[src/sv/smavg_pkg.sv]
// ============================================================================
// smavg_pkg: shared types and constants for the moving average filter
// Widths, state encodings, the job record and the window saturation helper.
// ============================================================================
package smavg_pkg;

  localparam int MAX_WINDOW  = 64;
  localparam int SAMPLE_BITS = 16;
  localparam int CFG_W       = 7;
  localparam int POS_W       = $clog2(MAX_WINDOW);
  localparam int CNT_W       = $clog2(MAX_WINDOW + 1);
  localparam int SUM_W       = SAMPLE_BITS + POS_W;
  localparam int DIV_STEPS   = SUM_W;
  localparam int STEP_W      = $clog2(DIV_STEPS + 1);
  localparam int QDEPTH      = 2;
  localparam int QPTR_W      = $clog2(QDEPTH);

  localparam logic [CFG_W-1:0] WINDOW_RESET = CFG_W'(8);

  localparam logic CMD_SAMPLE = 1'b0;
  localparam logic CMD_CLEAR  = 1'b1;

  typedef enum logic [0:0] {
    F_IDLE,
    F_UPDATE
  } front_state_e;

  typedef enum logic [1:0] {
    B_IDLE,
    B_DIV,
    B_DONE
  } back_state_e;

  // One division job: window sum, divisor and the filled flag to report.
  typedef struct packed {
    logic signed [SUM_W-1:0] sum;
    logic [CNT_W-1:0]        count;
    logic                    filled;
  } job_t;

  typedef struct packed {
    logic              full;
    logic              empty;
    logic [QPTR_W:0]   level;
  } q_stat_t;

  // Zero acts as a window of one, anything above the store size saturates.
  function automatic logic [CNT_W-1:0] eff_window(input logic [CFG_W-1:0] wl);
    logic [CNT_W-1:0] w;
    if (wl == '0) begin
      w = CNT_W'(1);
    end else if (int'(wl) > MAX_WINDOW) begin
      w = CNT_W'(MAX_WINDOW);
    end else begin
      w = CNT_W'(wl);
    end
    return w;
  endfunction

endpackage

[src/sv/smavg_if.sv]
// ============================================================================
// smavg_if: handshake channels of the moving average filter
// Request, result and configuration channels, valid/ready each.
// ============================================================================
interface smavg_req_if;
  logic                                   valid;
  logic                                   ready;
  logic                                   cmd;
  logic signed [smavg_pkg::SAMPLE_BITS-1:0] sample;

  modport source (output valid, output cmd, output sample, input ready);
  modport sink   (input valid, input cmd, input sample, output ready);
endinterface

interface smavg_res_if;
  logic                                   valid;
  logic                                   ready;
  logic signed [smavg_pkg::SAMPLE_BITS-1:0] average;
  logic                                   window_filled;

  modport source (output valid, output average, output window_filled, input ready);
  modport sink   (input valid, input average, input window_filled, output ready);
endinterface

interface smavg_cfg_if;
  logic                          valid;
  logic                          ready;
  logic [smavg_pkg::CFG_W-1:0]   data;

  modport source (output valid, output data, input ready);
  modport sink   (input valid, input data, output ready);
endinterface

[src/sv/smavg_ram.sv]
// ============================================================================
// smavg_ram: generic single-write, single-read RAM
// One write port, one read port with registered read data.
// ============================================================================
module smavg_ram #(
  parameter int WIDTH = 16,
  parameter int DEPTH = 64
) (
  input  logic                     clk_i,
  input  logic                     we_i,
  input  logic [$clog2(DEPTH)-1:0] waddr_i,
  input  logic [WIDTH-1:0]         wdata_i,
  input  logic                     re_i,
  input  logic [$clog2(DEPTH)-1:0] raddr_i,
  output logic [WIDTH-1:0]         rdata_o
);

  logic [WIDTH-1:0] mem_q [DEPTH];
  logic [WIDTH-1:0] rdata_q;

  always_ff @(posedge clk_i) begin
    if (we_i) begin
      mem_q[waddr_i] <= wdata_i;
    end
    if (re_i) begin
      rdata_q <= mem_q[raddr_i];
    end
  end

  assign rdata_o = rdata_q;

endmodule

[src/sv/smavg_front.sv]
// ============================================================================
// smavg_front: request intake and window bookkeeping
// Handles clears and config, keeps the ring store and running sum, and
// issues one division job per sample.
// ============================================================================
module smavg_front (
  input  logic                clk_i,
  input  logic                rst_ni,
  smavg_req_if.sink           req,
  smavg_cfg_if.sink           cfg,
  input  smavg_pkg::q_stat_t  q_stat_i,
  output logic                push_o,
  output smavg_pkg::job_t     job_o
);

  smavg_pkg::front_state_e state_q, state_d;

  logic [smavg_pkg::CFG_W-1:0]            win_q;
  logic [smavg_pkg::POS_W-1:0]            pos_q;
  logic                                   filled_q;
  logic signed [smavg_pkg::SUM_W-1:0]     sum_q;
  logic [smavg_pkg::MAX_WINDOW-1:0]       vld_q;
  logic signed [smavg_pkg::SAMPLE_BITS-1:0] sample_q;
  logic                                   old_vld_q;

  logic                                   accept;
  logic                                   do_clear;
  logic                                   rd_en;
  logic [smavg_pkg::SAMPLE_BITS-1:0]      ram_rdata;
  logic signed [smavg_pkg::SAMPLE_BITS-1:0] old_val;
  logic signed [smavg_pkg::SUM_W-1:0]     sum_new;
  logic [smavg_pkg::CNT_W-1:0]            win_eff;
  logic [smavg_pkg::CNT_W-1:0]            pos_inc;
  logic                                   wrap;
  logic                                   filled_new;
  logic [smavg_pkg::POS_W-1:0]            pos_new;

  assign cfg.ready = 1'b1;
  assign req.ready = (state_q == smavg_pkg::F_IDLE);
  assign accept    = req.valid && req.ready;
  assign rd_en     = accept && (req.cmd == smavg_pkg::CMD_SAMPLE);
  assign do_clear  = (accept && (req.cmd == smavg_pkg::CMD_CLEAR)) ||
                     (cfg.valid && cfg.ready);

  smavg_ram #(
    .WIDTH (smavg_pkg::SAMPLE_BITS),
    .DEPTH (smavg_pkg::MAX_WINDOW)
  ) u_store (
    .clk_i   (clk_i),
    .we_i    (push_o),
    .waddr_i (pos_q),
    .wdata_i (sample_q),
    .re_i    (rd_en),
    .raddr_i (pos_q),
    .rdata_o (ram_rdata)
  );

  always_comb begin
    win_eff    = smavg_pkg::eff_window(win_q);
    old_val    = old_vld_q ? $signed(ram_rdata) : '0;
    sum_new    = sum_q
               - {{(smavg_pkg::SUM_W-smavg_pkg::SAMPLE_BITS){old_val[smavg_pkg::SAMPLE_BITS-1]}},
                  old_val}
               + {{(smavg_pkg::SUM_W-smavg_pkg::SAMPLE_BITS){sample_q[smavg_pkg::SAMPLE_BITS-1]}},
                  sample_q};
    pos_inc    = smavg_pkg::CNT_W'(pos_q) + smavg_pkg::CNT_W'(1);
    wrap       = (pos_inc >= win_eff);
    filled_new = filled_q || wrap;
    pos_new    = wrap ? '0 : pos_inc[smavg_pkg::POS_W-1:0];

    job_o.sum    = sum_new;
    job_o.count  = filled_new ? win_eff : pos_inc;
    job_o.filled = filled_new;
  end

  always_comb begin
    state_d = state_q;
    push_o  = 1'b0;
    case (state_q)
      smavg_pkg::F_IDLE: begin
        if (rd_en) begin
          state_d = smavg_pkg::F_UPDATE;
        end
      end
      smavg_pkg::F_UPDATE: begin
        if (!q_stat_i.full) begin
          push_o  = 1'b1;
          state_d = smavg_pkg::F_IDLE;
        end
      end
      default: begin
        state_d = smavg_pkg::F_IDLE;
      end
    endcase
  end

  always_ff @(posedge clk_i or negedge rst_ni) begin
    if (!rst_ni) begin
      state_q  <= smavg_pkg::F_IDLE;
      win_q    <= smavg_pkg::WINDOW_RESET;
      pos_q    <= '0;
      filled_q <= 1'b0;
      sum_q    <= '0;
      vld_q    <= '0;
    end else begin
      state_q <= state_d;
      if (cfg.valid && cfg.ready) begin
        win_q <= cfg.data;
      end
      if (do_clear) begin
        pos_q    <= '0;
        filled_q <= 1'b0;
        sum_q    <= '0;
        vld_q    <= '0;
      end else if (push_o) begin
        pos_q        <= pos_new;
        filled_q     <= filled_new;
        sum_q        <= sum_new;
        vld_q[pos_q] <= 1'b1;
      end
    end
  end

  // Sample and old-entry flag captured with the request.
  always_ff @(posedge clk_i) begin
    if (rd_en) begin
      sample_q  <= req.sample;
      old_vld_q <= vld_q[pos_q];
    end
  end

endmodule

[src/sv/smavg_queue.sv]
// ============================================================================
// smavg_queue: short job queue between front and back
// Small register FIFO of division jobs with full/empty/level status.
// ============================================================================
module smavg_queue (
  input  logic                clk_i,
  input  logic                rst_ni,
  input  logic                push_i,
  input  smavg_pkg::job_t     job_i,
  input  logic                pop_i,
  output smavg_pkg::job_t     job_o,
  output smavg_pkg::q_stat_t  stat_o
);

  smavg_pkg::job_t             slot_q [smavg_pkg::QDEPTH];
  logic [smavg_pkg::QPTR_W-1:0] wr_ptr_q;
  logic [smavg_pkg::QPTR_W-1:0] rd_ptr_q;
  logic [smavg_pkg::QPTR_W:0]   level_q;
  logic                         do_push;
  logic                         do_pop;

  assign stat_o.full  = (level_q == (smavg_pkg::QPTR_W+1)'(smavg_pkg::QDEPTH));
  assign stat_o.empty = (level_q == '0);
  assign stat_o.level = level_q;
  assign do_push      = push_i && !stat_o.full;
  assign do_pop       = pop_i && !stat_o.empty;
  assign job_o        = slot_q[rd_ptr_q];

  always_ff @(posedge clk_i or negedge rst_ni) begin
    if (!rst_ni) begin
      wr_ptr_q <= '0;
      rd_ptr_q <= '0;
      level_q  <= '0;
    end else begin
      if (do_push) begin
        wr_ptr_q <= (wr_ptr_q == smavg_pkg::QPTR_W'(smavg_pkg::QDEPTH-1)) ? '0 : wr_ptr_q + 1'b1;
      end
      if (do_pop) begin
        rd_ptr_q <= (rd_ptr_q == smavg_pkg::QPTR_W'(smavg_pkg::QDEPTH-1)) ? '0 : rd_ptr_q + 1'b1;
      end
      case ({do_push, do_pop})
        2'b10:   level_q <= level_q + 1'b1;
        2'b01:   level_q <= level_q - 1'b1;
        default: level_q <= level_q;
      endcase
    end
  end

  always_ff @(posedge clk_i) begin
    if (do_push) begin
      slot_q[wr_ptr_q] <= job_i;
    end
  end

endmodule

[src/sv/smavg_back.sv]
// ============================================================================
// smavg_back: serial divider and result register
// Restoring division of |sum| by the count, one quotient bit per cycle,
// sign restored at the end; result held in an output register.
// ============================================================================
module smavg_back (
  input  logic                clk_i,
  input  logic                rst_ni,
  input  smavg_pkg::job_t     job_i,
  input  smavg_pkg::q_stat_t  q_stat_i,
  output logic                pop_o,
  smavg_res_if.source         res
);

  smavg_pkg::back_state_e state_q, state_d;

  logic [smavg_pkg::SUM_W-1:0]            dvd_q;
  logic [smavg_pkg::CNT_W-1:0]            div_q;
  logic [smavg_pkg::CNT_W-1:0]            rem_q;
  logic                                   neg_q;
  logic                                   filled_q;
  logic [smavg_pkg::STEP_W-1:0]           step_q;
  logic                                   res_vld_q;
  logic signed [smavg_pkg::SAMPLE_BITS-1:0] avg_q;
  logic                                   wf_q;

  logic [smavg_pkg::CNT_W:0]              trial;
  logic                                   qbit;
  logic [smavg_pkg::CNT_W:0]              trial_sub;
  logic [smavg_pkg::SUM_W-1:0]            mag_in;
  logic [smavg_pkg::SUM_W-1:0]            quo_signed;
  logic                                   load_res;
  logic                                   last_step;

  always_comb begin
    mag_in     = job_i.sum[smavg_pkg::SUM_W-1] ? (~job_i.sum + 1'b1) : job_i.sum;
    trial      = {rem_q, dvd_q[smavg_pkg::SUM_W-1]};
    qbit       = (trial >= {1'b0, div_q});
    trial_sub  = trial - {1'b0, div_q};
    quo_signed = neg_q ? (~dvd_q + 1'b1) : dvd_q;
    last_step  = (step_q == smavg_pkg::STEP_W'(smavg_pkg::DIV_STEPS-1));
  end

  always_comb begin
    state_d  = state_q;
    pop_o    = 1'b0;
    load_res = 1'b0;
    case (state_q)
      smavg_pkg::B_IDLE: begin
        if (!q_stat_i.empty) begin
          pop_o   = 1'b1;
          state_d = smavg_pkg::B_DIV;
        end
      end
      smavg_pkg::B_DIV: begin
        if (last_step) begin
          state_d = smavg_pkg::B_DONE;
        end
      end
      smavg_pkg::B_DONE: begin
        if (!res_vld_q || res.ready) begin
          load_res = 1'b1;
          state_d  = smavg_pkg::B_IDLE;
        end
      end
      default: begin
        state_d = smavg_pkg::B_IDLE;
      end
    endcase
  end

  always_ff @(posedge clk_i or negedge rst_ni) begin
    if (!rst_ni) begin
      state_q   <= smavg_pkg::B_IDLE;
      res_vld_q <= 1'b0;
    end else begin
      state_q <= state_d;
      if (load_res) begin
        res_vld_q <= 1'b1;
      end else if (res.ready) begin
        res_vld_q <= 1'b0;
      end
    end
  end

  always_ff @(posedge clk_i) begin
    if (pop_o) begin
      dvd_q    <= mag_in;
      div_q    <= job_i.count;
      rem_q    <= '0;
      neg_q    <= job_i.sum[smavg_pkg::SUM_W-1];
      filled_q <= job_i.filled;
      step_q   <= '0;
    end else if (state_q == smavg_pkg::B_DIV) begin
      rem_q  <= qbit ? trial_sub[smavg_pkg::CNT_W-1:0] : trial[smavg_pkg::CNT_W-1:0];
      dvd_q  <= {dvd_q[smavg_pkg::SUM_W-2:0], qbit};
      step_q <= step_q + 1'b1;
    end
    if (load_res) begin
      avg_q <= quo_signed[smavg_pkg::SAMPLE_BITS-1:0];
      wf_q  <= filled_q;
    end
  end

  assign res.valid         = res_vld_q;
  assign res.average       = avg_q;
  assign res.window_filled = wf_q;

endmodule

[src/sv/simple_moving_average.sv]
// ============================================================================
// simple_moving_average: moving average filter, top level
// Front end keeps the ring store and running sum; a two-entry job queue
// feeds a serial divider that produces the truncated mean.
// ============================================================================
//
//  channel  dir  handshake        payload
//  -------  ---  ---------------  ------------------------------------------
//  req_i    in   valid / ready    cmd (0 sample, 1 clear), sample (s16)
//  res_o    out  valid / ready    average (s16), window_filled
//  cfg_i    in   valid / ready    data = window_length (7 bits), always ready
//
//  A sample request passes through the front end as a store read, then a
//  store write plus sum update that waits while the queue is full; the
//  divider then pops the job, computes the quotient bit by bit and loads the
//  result, and pops no new job before that load. A clear produces no result.
//  Reset zeros sum, position, filled flag and the per-entry valid bits at
//  once, so no clearing pass is needed. The result register lets the
//  divider finish while a stalled result waits, and the queue lets the
//  front end take requests while the divider is busy.
//
module simple_moving_average (
  input  logic         clk_i,
  input  logic         rst_ni,
  smavg_req_if.sink    req_i,
  smavg_res_if.source  res_o,
  smavg_cfg_if.sink    cfg_i
);

  smavg_pkg::job_t    push_job;
  smavg_pkg::job_t    pop_job;
  smavg_pkg::q_stat_t q_stat;
  logic               push;
  logic               pop;

  // Front: intake, clears, config, ring store and running sum.
  smavg_front u_front (
    .clk_i    (clk_i),
    .rst_ni   (rst_ni),
    .req      (req_i),
    .cfg      (cfg_i),
    .q_stat_i (q_stat),
    .push_o   (push),
    .job_o    (push_job)
  );

  // Jobs waiting for the divider.
  smavg_queue u_queue (
    .clk_i  (clk_i),
    .rst_ni (rst_ni),
    .push_i (push),
    .job_i  (push_job),
    .pop_i  (pop),
    .job_o  (pop_job),
    .stat_o (q_stat)
  );

  // Back: serial divide and result register.
  smavg_back u_back (
    .clk_i    (clk_i),
    .rst_ni   (rst_ni),
    .job_i    (pop_job),
    .q_stat_i (q_stat),
    .pop_o    (pop),
    .res      (res_o)
  );

`ifndef SYNTHESIS
  // Front must hold off while the queue is full.
  a_no_push_full: assert property (@(posedge clk_i) disable iff (!rst_ni)
    push |-> !q_stat.full)
    else $error("job pushed into a full queue");

  // Divider never pops from an empty queue.
  a_no_pop_empty: assert property (@(posedge clk_i) disable iff (!rst_ni)
    pop |-> !q_stat.empty)
    else $error("job popped from an empty queue");

  // Divisor is always in 1..MAX_WINDOW.
  a_count_range: assert property (@(posedge clk_i) disable iff (!rst_ni)
    push |-> (push_job.count != '0) &&
             (int'(push_job.count) <= smavg_pkg::MAX_WINDOW))
    else $error("divisor out of range");

  // Queue level rises by one on a push without a pop.
  a_level_step: assert property (@(posedge clk_i) disable iff (!rst_ni)
    (push && !pop) |=> (q_stat.level == $past(q_stat.level) + 1'b1))
    else $error("queue level did not advance on push");
`endif

endmodule

[src/flat_wrapper.sv]
// flat-port wrapper written by rule: the top's interface ports become plain ports
module simple_moving_average_flat 
  (clk_i, rst_ni, req_i_valid, req_i_cmd, req_i_sample, req_i_ready, res_o_valid, res_o_average, res_o_window_filled, res_o_ready, cfg_i_valid, cfg_i_data, cfg_i_ready);
  smavg_req_if req_i_i ();
  smavg_res_if res_o_i ();
  smavg_cfg_if cfg_i_i ();
  input  logic clk_i;
  input  logic rst_ni;
  input wire logic [$bits(req_i_i.valid)-1:0] req_i_valid;
  input wire logic [$bits(req_i_i.cmd)-1:0] req_i_cmd;
  input wire logic [$bits(req_i_i.sample)-1:0] req_i_sample;
  output wire logic [$bits(req_i_i.ready)-1:0] req_i_ready;
  output wire logic [$bits(res_o_i.valid)-1:0] res_o_valid;
  output wire logic [$bits(res_o_i.average)-1:0] res_o_average;
  output wire logic [$bits(res_o_i.window_filled)-1:0] res_o_window_filled;
  input wire logic [$bits(res_o_i.ready)-1:0] res_o_ready;
  input wire logic [$bits(cfg_i_i.valid)-1:0] cfg_i_valid;
  input wire logic [$bits(cfg_i_i.data)-1:0] cfg_i_data;
  output wire logic [$bits(cfg_i_i.ready)-1:0] cfg_i_ready;
  assign req_i_i.valid = req_i_valid;
  assign req_i_i.cmd = req_i_cmd;
  assign req_i_i.sample = req_i_sample;
  assign req_i_ready = req_i_i.ready;
  assign res_o_valid = res_o_i.valid;
  assign res_o_average = res_o_i.average;
  assign res_o_window_filled = res_o_i.window_filled;
  assign res_o_i.ready = res_o_ready;
  assign cfg_i_i.valid = cfg_i_valid;
  assign cfg_i_i.data = cfg_i_data;
  assign cfg_i_ready = cfg_i_i.ready;
  simple_moving_average u_core (.clk_i(clk_i), .rst_ni(rst_ni), .req_i(req_i_i), .res_o(res_o_i), .cfg_i(cfg_i_i));
endmodule
[config.mk]
export PLATFORM = sky130hd
export DESIGN_NAME = simple_moving_average_flat
export DESIGN_NICKNAME = d
export VERILOG_FILES = /design/src/sv/smavg_pkg.sv /design/src/sv/smavg_if.sv /design/src/sv/smavg_ram.sv /design/src/sv/smavg_front.sv /design/src/sv/smavg_queue.sv /design/src/sv/smavg_back.sv /design/src/sv/simple_moving_average.sv /design/src/flat_wrapper.sv
export SDC_FILE = /design/constraint.sdc
export NUM_CORES = 1
export LEC_CHECK = 0
export BUFFER_PORTS_ARGS = -buffer_cell sky130_fd_sc_hd__buf_2
export CELL_PAD_IN_SITES_DETAIL_PLACEMENT = 1
export CELL_PAD_IN_SITES_GLOBAL_PLACEMENT = 1
export CORE_MARGIN = 8
export CORE_UTILIZATION = 58
export DETAILED_ROUTE_END_ITERATION = 16
export GPL_ROUTABILITY_DRIVEN = 0
export PLACE_DENSITY_LB_ADDON = 0.15
export SYNTH_ARGS = -nofsm -noshare
export SYNTH_HDL_FRONTEND = slang
export SYNTH_SLANG_ARGS = --single-unit
[constraint.sdc]
create_clock -name clk_i -period 9.5 [get_ports clk_i]
set_clock_uncertainty 0.15 [all_clocks]
set_input_delay 0.95 -clock clk_i [delete_from_list [all_inputs] [get_ports clk_i]]
set_output_delay 0.95 -clock clk_i [all_outputs]
set_load 0.1 [all_outputs]
==> flow_summary.ini <==
[clocking]
post-cts-setup-buffers = 0
clock-sinks = 1285
clk-insertion-delay-late_ns = 0.76
cts.clk_slew.worst_paths_ns = 0.06
htreeDepth = 4
post_cts_resized = 0
clk_path_buf_depth = 3
cts_made_buffers = 131
root_buffer = clkbuf_16
cts_tree = built
cts_hold_buf = 0

[critical_path]
critical_path_arrival_ns = 5.30
reg2reg_slack_ns = 4.53
endpoint_kind = flop
worstSetupStartpointType = flop
critPathMaxStageDelay_ns = 0.82
worst-path-max-fanout = 96
crit_top_cell = o21ai_0
worstPathRequired_ns = 9.83
r2r_start = u_core.u_front.pos_q[0]
reg2reg_to = u_core.u_front.u_store.rdata_o[0]
reg2reg_depth = 8
critPathSlowestCell = buf_4
crit_chain = buf_12 -> buf_4 -> mux4_2 -> nand2_1 -> o21ai_0 -> a21oi_1 -> o21ai_0 -> or4_1
crit_type = reg2reg

[logic_synthesis]
synth_nets = 3381
yosysTopAreaCellShare = 0.665
ys_warn_count = 0
ys_ff_latch = 1285
ys.flop_type = edfxtp_1
synth_area_leader_cell = edfxtp_1
synthArstFlopShare = 0.0840
syn_area_um2 = 52600
ys_types = 80
seq_area_frac_synth = 0.721
synth_edf_count = 1165
syn_area_per_cell_um2 = 16.0
synthCells = 3288
synth.area.top_cells = edfxtp_1 67%, dfrtp_1 5.1%, mux4_2 3.6%, mux2i_1 3.1%, a221oi_1 2.1%

[drt]
drc = 0
drtIter0Drc = 4847
ant_nets = 0
wl_um = 166000
avgViaCountPerCell = 6.98
avgRoutedWirePerCell_um = 35.4
drt_pass1_iterations = 6
vias = 32700

[power]
peakVddDrop_v = 0.000247
switching_share = 0.276
p_int_uw = 10400
combPwrFrac = 0.170
p_switching_uw = 3960
power.share.sequential = 0.467
power_density_nw_per_um2 = 245
p_leak_uw = 0.0199
power_frac_clock = 0.363

[floorplan]
core_area_um2 = 89900
die_h_um = 317
rows = 110
start_util = 0.585
die_area_um2 = 101000
fp.dieW_um = 317
ios = 49

[cells_and_area]
stdcell_area_um2 = 58700
nNetsFinal = 3490
final_cells = 4683
final_common_cell = edfxtp_1
fillers = 7767
drive_above_1_share = 0.165
finish.utilization = 0.653
syn2layout_area_growth_pct = 11.7
final_cell_mix = 1165 x edfxtp_1, 246 x nor2_1, 161 x mux2i_1, 142 x nand2_1, 137 x clkbuf_16

[sta]
tightest_slew_ns = 1.21
fin_tns_setup_ns = 0
fin_ws_ns = 4.53
fmax_ghz = 0.201
grt_setup_unrepaired = no
fin_crit_ns = 4.97
setup_viol = 0
hold_viol = 0
fin_crit_sh = 0.523
relSlewSlack = 0.192
slew_violations = 0

[outcome]
status = complete, no violations

[placement]
placed_cells = 4440
place_hpwl_um = 97400
placedInstanceArea_um2 = 54400
post-place-ws_ns = 4.65
port_buffers = 47

[run]
max_cap_violations = 0

[grt]
overflow = 0
antenna_found_initial = 8
grt.total_usage = 0.331
grt_pass1_wl_um = 239000
grt_max_degree = 115
grt_pass1_vias = 34200

[worst_hold_path]
hold_path_class = in2async
[critical path, delay by kind of cell (launching register included)]
family                 cells  cell delay [ns]
multiplexers               1             0.61
AO/OA/AOI/OAI              3             0.93
buffers and inverters      2             1.42
AND/OR/NAND/NOR            2             0.68
flip-flops                 1             0.72
[sequential cells by signal, indices dropped and copies added (netlist names), 6 cells and up]
register / cells
u_core.u_front.u_store.mem_q: 1024
u_core.u_front.vld_q: 64
u_core.u_queue.slot_q: 60
u_core.u_back.dvd_q: 22
u_core.u_front.sum_q: 22
u_core.u_back.res.average: 16
u_core.u_front.sample_q: 16
u_core.u_front.u_store.rdata_o: 16
u_core.u_back.div_q: 7
u_core.u_back.rem_q: 7
u_core.u_front.win_q: 7
u_core.u_front.pos_q: 6
[power groups by stage]
stage / combinational, uW / sequential, uW / clock (uW)
3_5_place_dp: 2400 / 6820 / 0
3_3_place_gp: 2290 / 6800 / 0
5_1_grt: 2630 / 6730 / 5420
4_1_cts: 2430 / 6710 / 5250
6_report: 2450 / 6710 / 5210
2_1_floorplan: 1630 / 6780 / 0
[through the flow]
step / total power, uW / hold slack, ns
6_report: 14400 / 0.141
5_1_grt: 14800 / 0.191
3_5_place_dp: 9220 / 0.260
2_1_floorplan: 8410 / 0.250
3_3_place_gp: 9100 / 0.262
4_1_cts: 14400 / 0.162
[worst max path at each step]
stage / start / endpoint / cells after the start
after global placement: u_core.u_front.pos_q[0] / u_core.u_front.u_store.rdata_o[0] / 8
final: u_core.u_front.pos_q[0] / u_core.u_front.u_store.rdata_o[0] / 8
after detailed placement: u_core.u_front.pos_q[0] / u_core.u_front.u_store.rdata_o[0] / 8
after CTS: u_core.u_front.pos_q[0] / u_core.u_front.u_store.rdata_o[0] / 8
after global routing: u_core.u_front.pos_q[1] / u_core.u_queue.slot_q[0][1] / 12
after floorplan: u_core.u_front.sample_q[15] / u_core.u_front.sum_q[21] / 12
[Yosys cell counts, types with 11 or more instances]
library cell / number
dfrtp_1: 107
mux2_2: 88
a221oi_1: 126
o22ai_1: 64
nand3_1: 18
buf_6: 12
buf_2: 65
buf_4: 17
inv_1: 107
a211oi_1: 11
a22o_1: 30
fa_1: 22
nor2_1: 253
nand2_1: 142
clkbuf_1: 85
a22oi_1: 64
nor2b_1: 13
mux4_2: 85
dfxtp_1: 12
o221ai_1: 15
edfxtp_1: 1165
xnor2_1: 50
and2_1: 22
xor2_1: 21
o21a_1: 46
mux2i_1: 161
a21oi_1: 126
nor3_1: 24
o21ai_0: 125
ha_1: 42
nand2b_1: 16
buf_1: 13
[kinds of logic (layout without fill, tap and decap cells)]
| family | Yosys count | after routing | synth area share |
|---|---|---|---|
| flops | 1285 | 1285 | 0.721 |
| compound gates | 684 | 684 | 0.0892 |
| simple gates | 544 | 544 | 0.0464 |
| mux | 337 | 337 | 0.0867 |
| buf+inv | 302 | 519 | 0.0260 |
| xor+xnor | 71 | 71 | 0.0118 |
| fa+ha+maj | 64 | 64 | 0.0184 |
| other cells | 1 | 3 | 0.0000713 |
[layer usage]
layer,part of all wire,GRT usage,vias up
met3,0.10,0.0733,511
li1,-,-,13100
met4,0.059,0.172,2
met5,0.000078,0,-
met1,0.36,0.417,16900
met2,0.48,0.541,2226
[cell type report]
| class | instances | area [um^2] | share of cell area |
|---|---|---|---|
| multi-input cells | 1701 | 13400 | 0.228 |
| inverters | 110 | 413 | 0.00703 |
| diodes | 2 | 5.00 | 0.0000852 |
| repair buffers | 168 | 1200 | 0.0204 |
| clock inverters | 64 | 671 | 0.0114 |
| well taps | 1176 | 1470 | 0.0251 |
| flip-flops and latches | 1285 | 37900 | 0.646 |
| clock buffers | 177 | 3660 | 0.0623 |
Power figures use the tool's default switching activity.
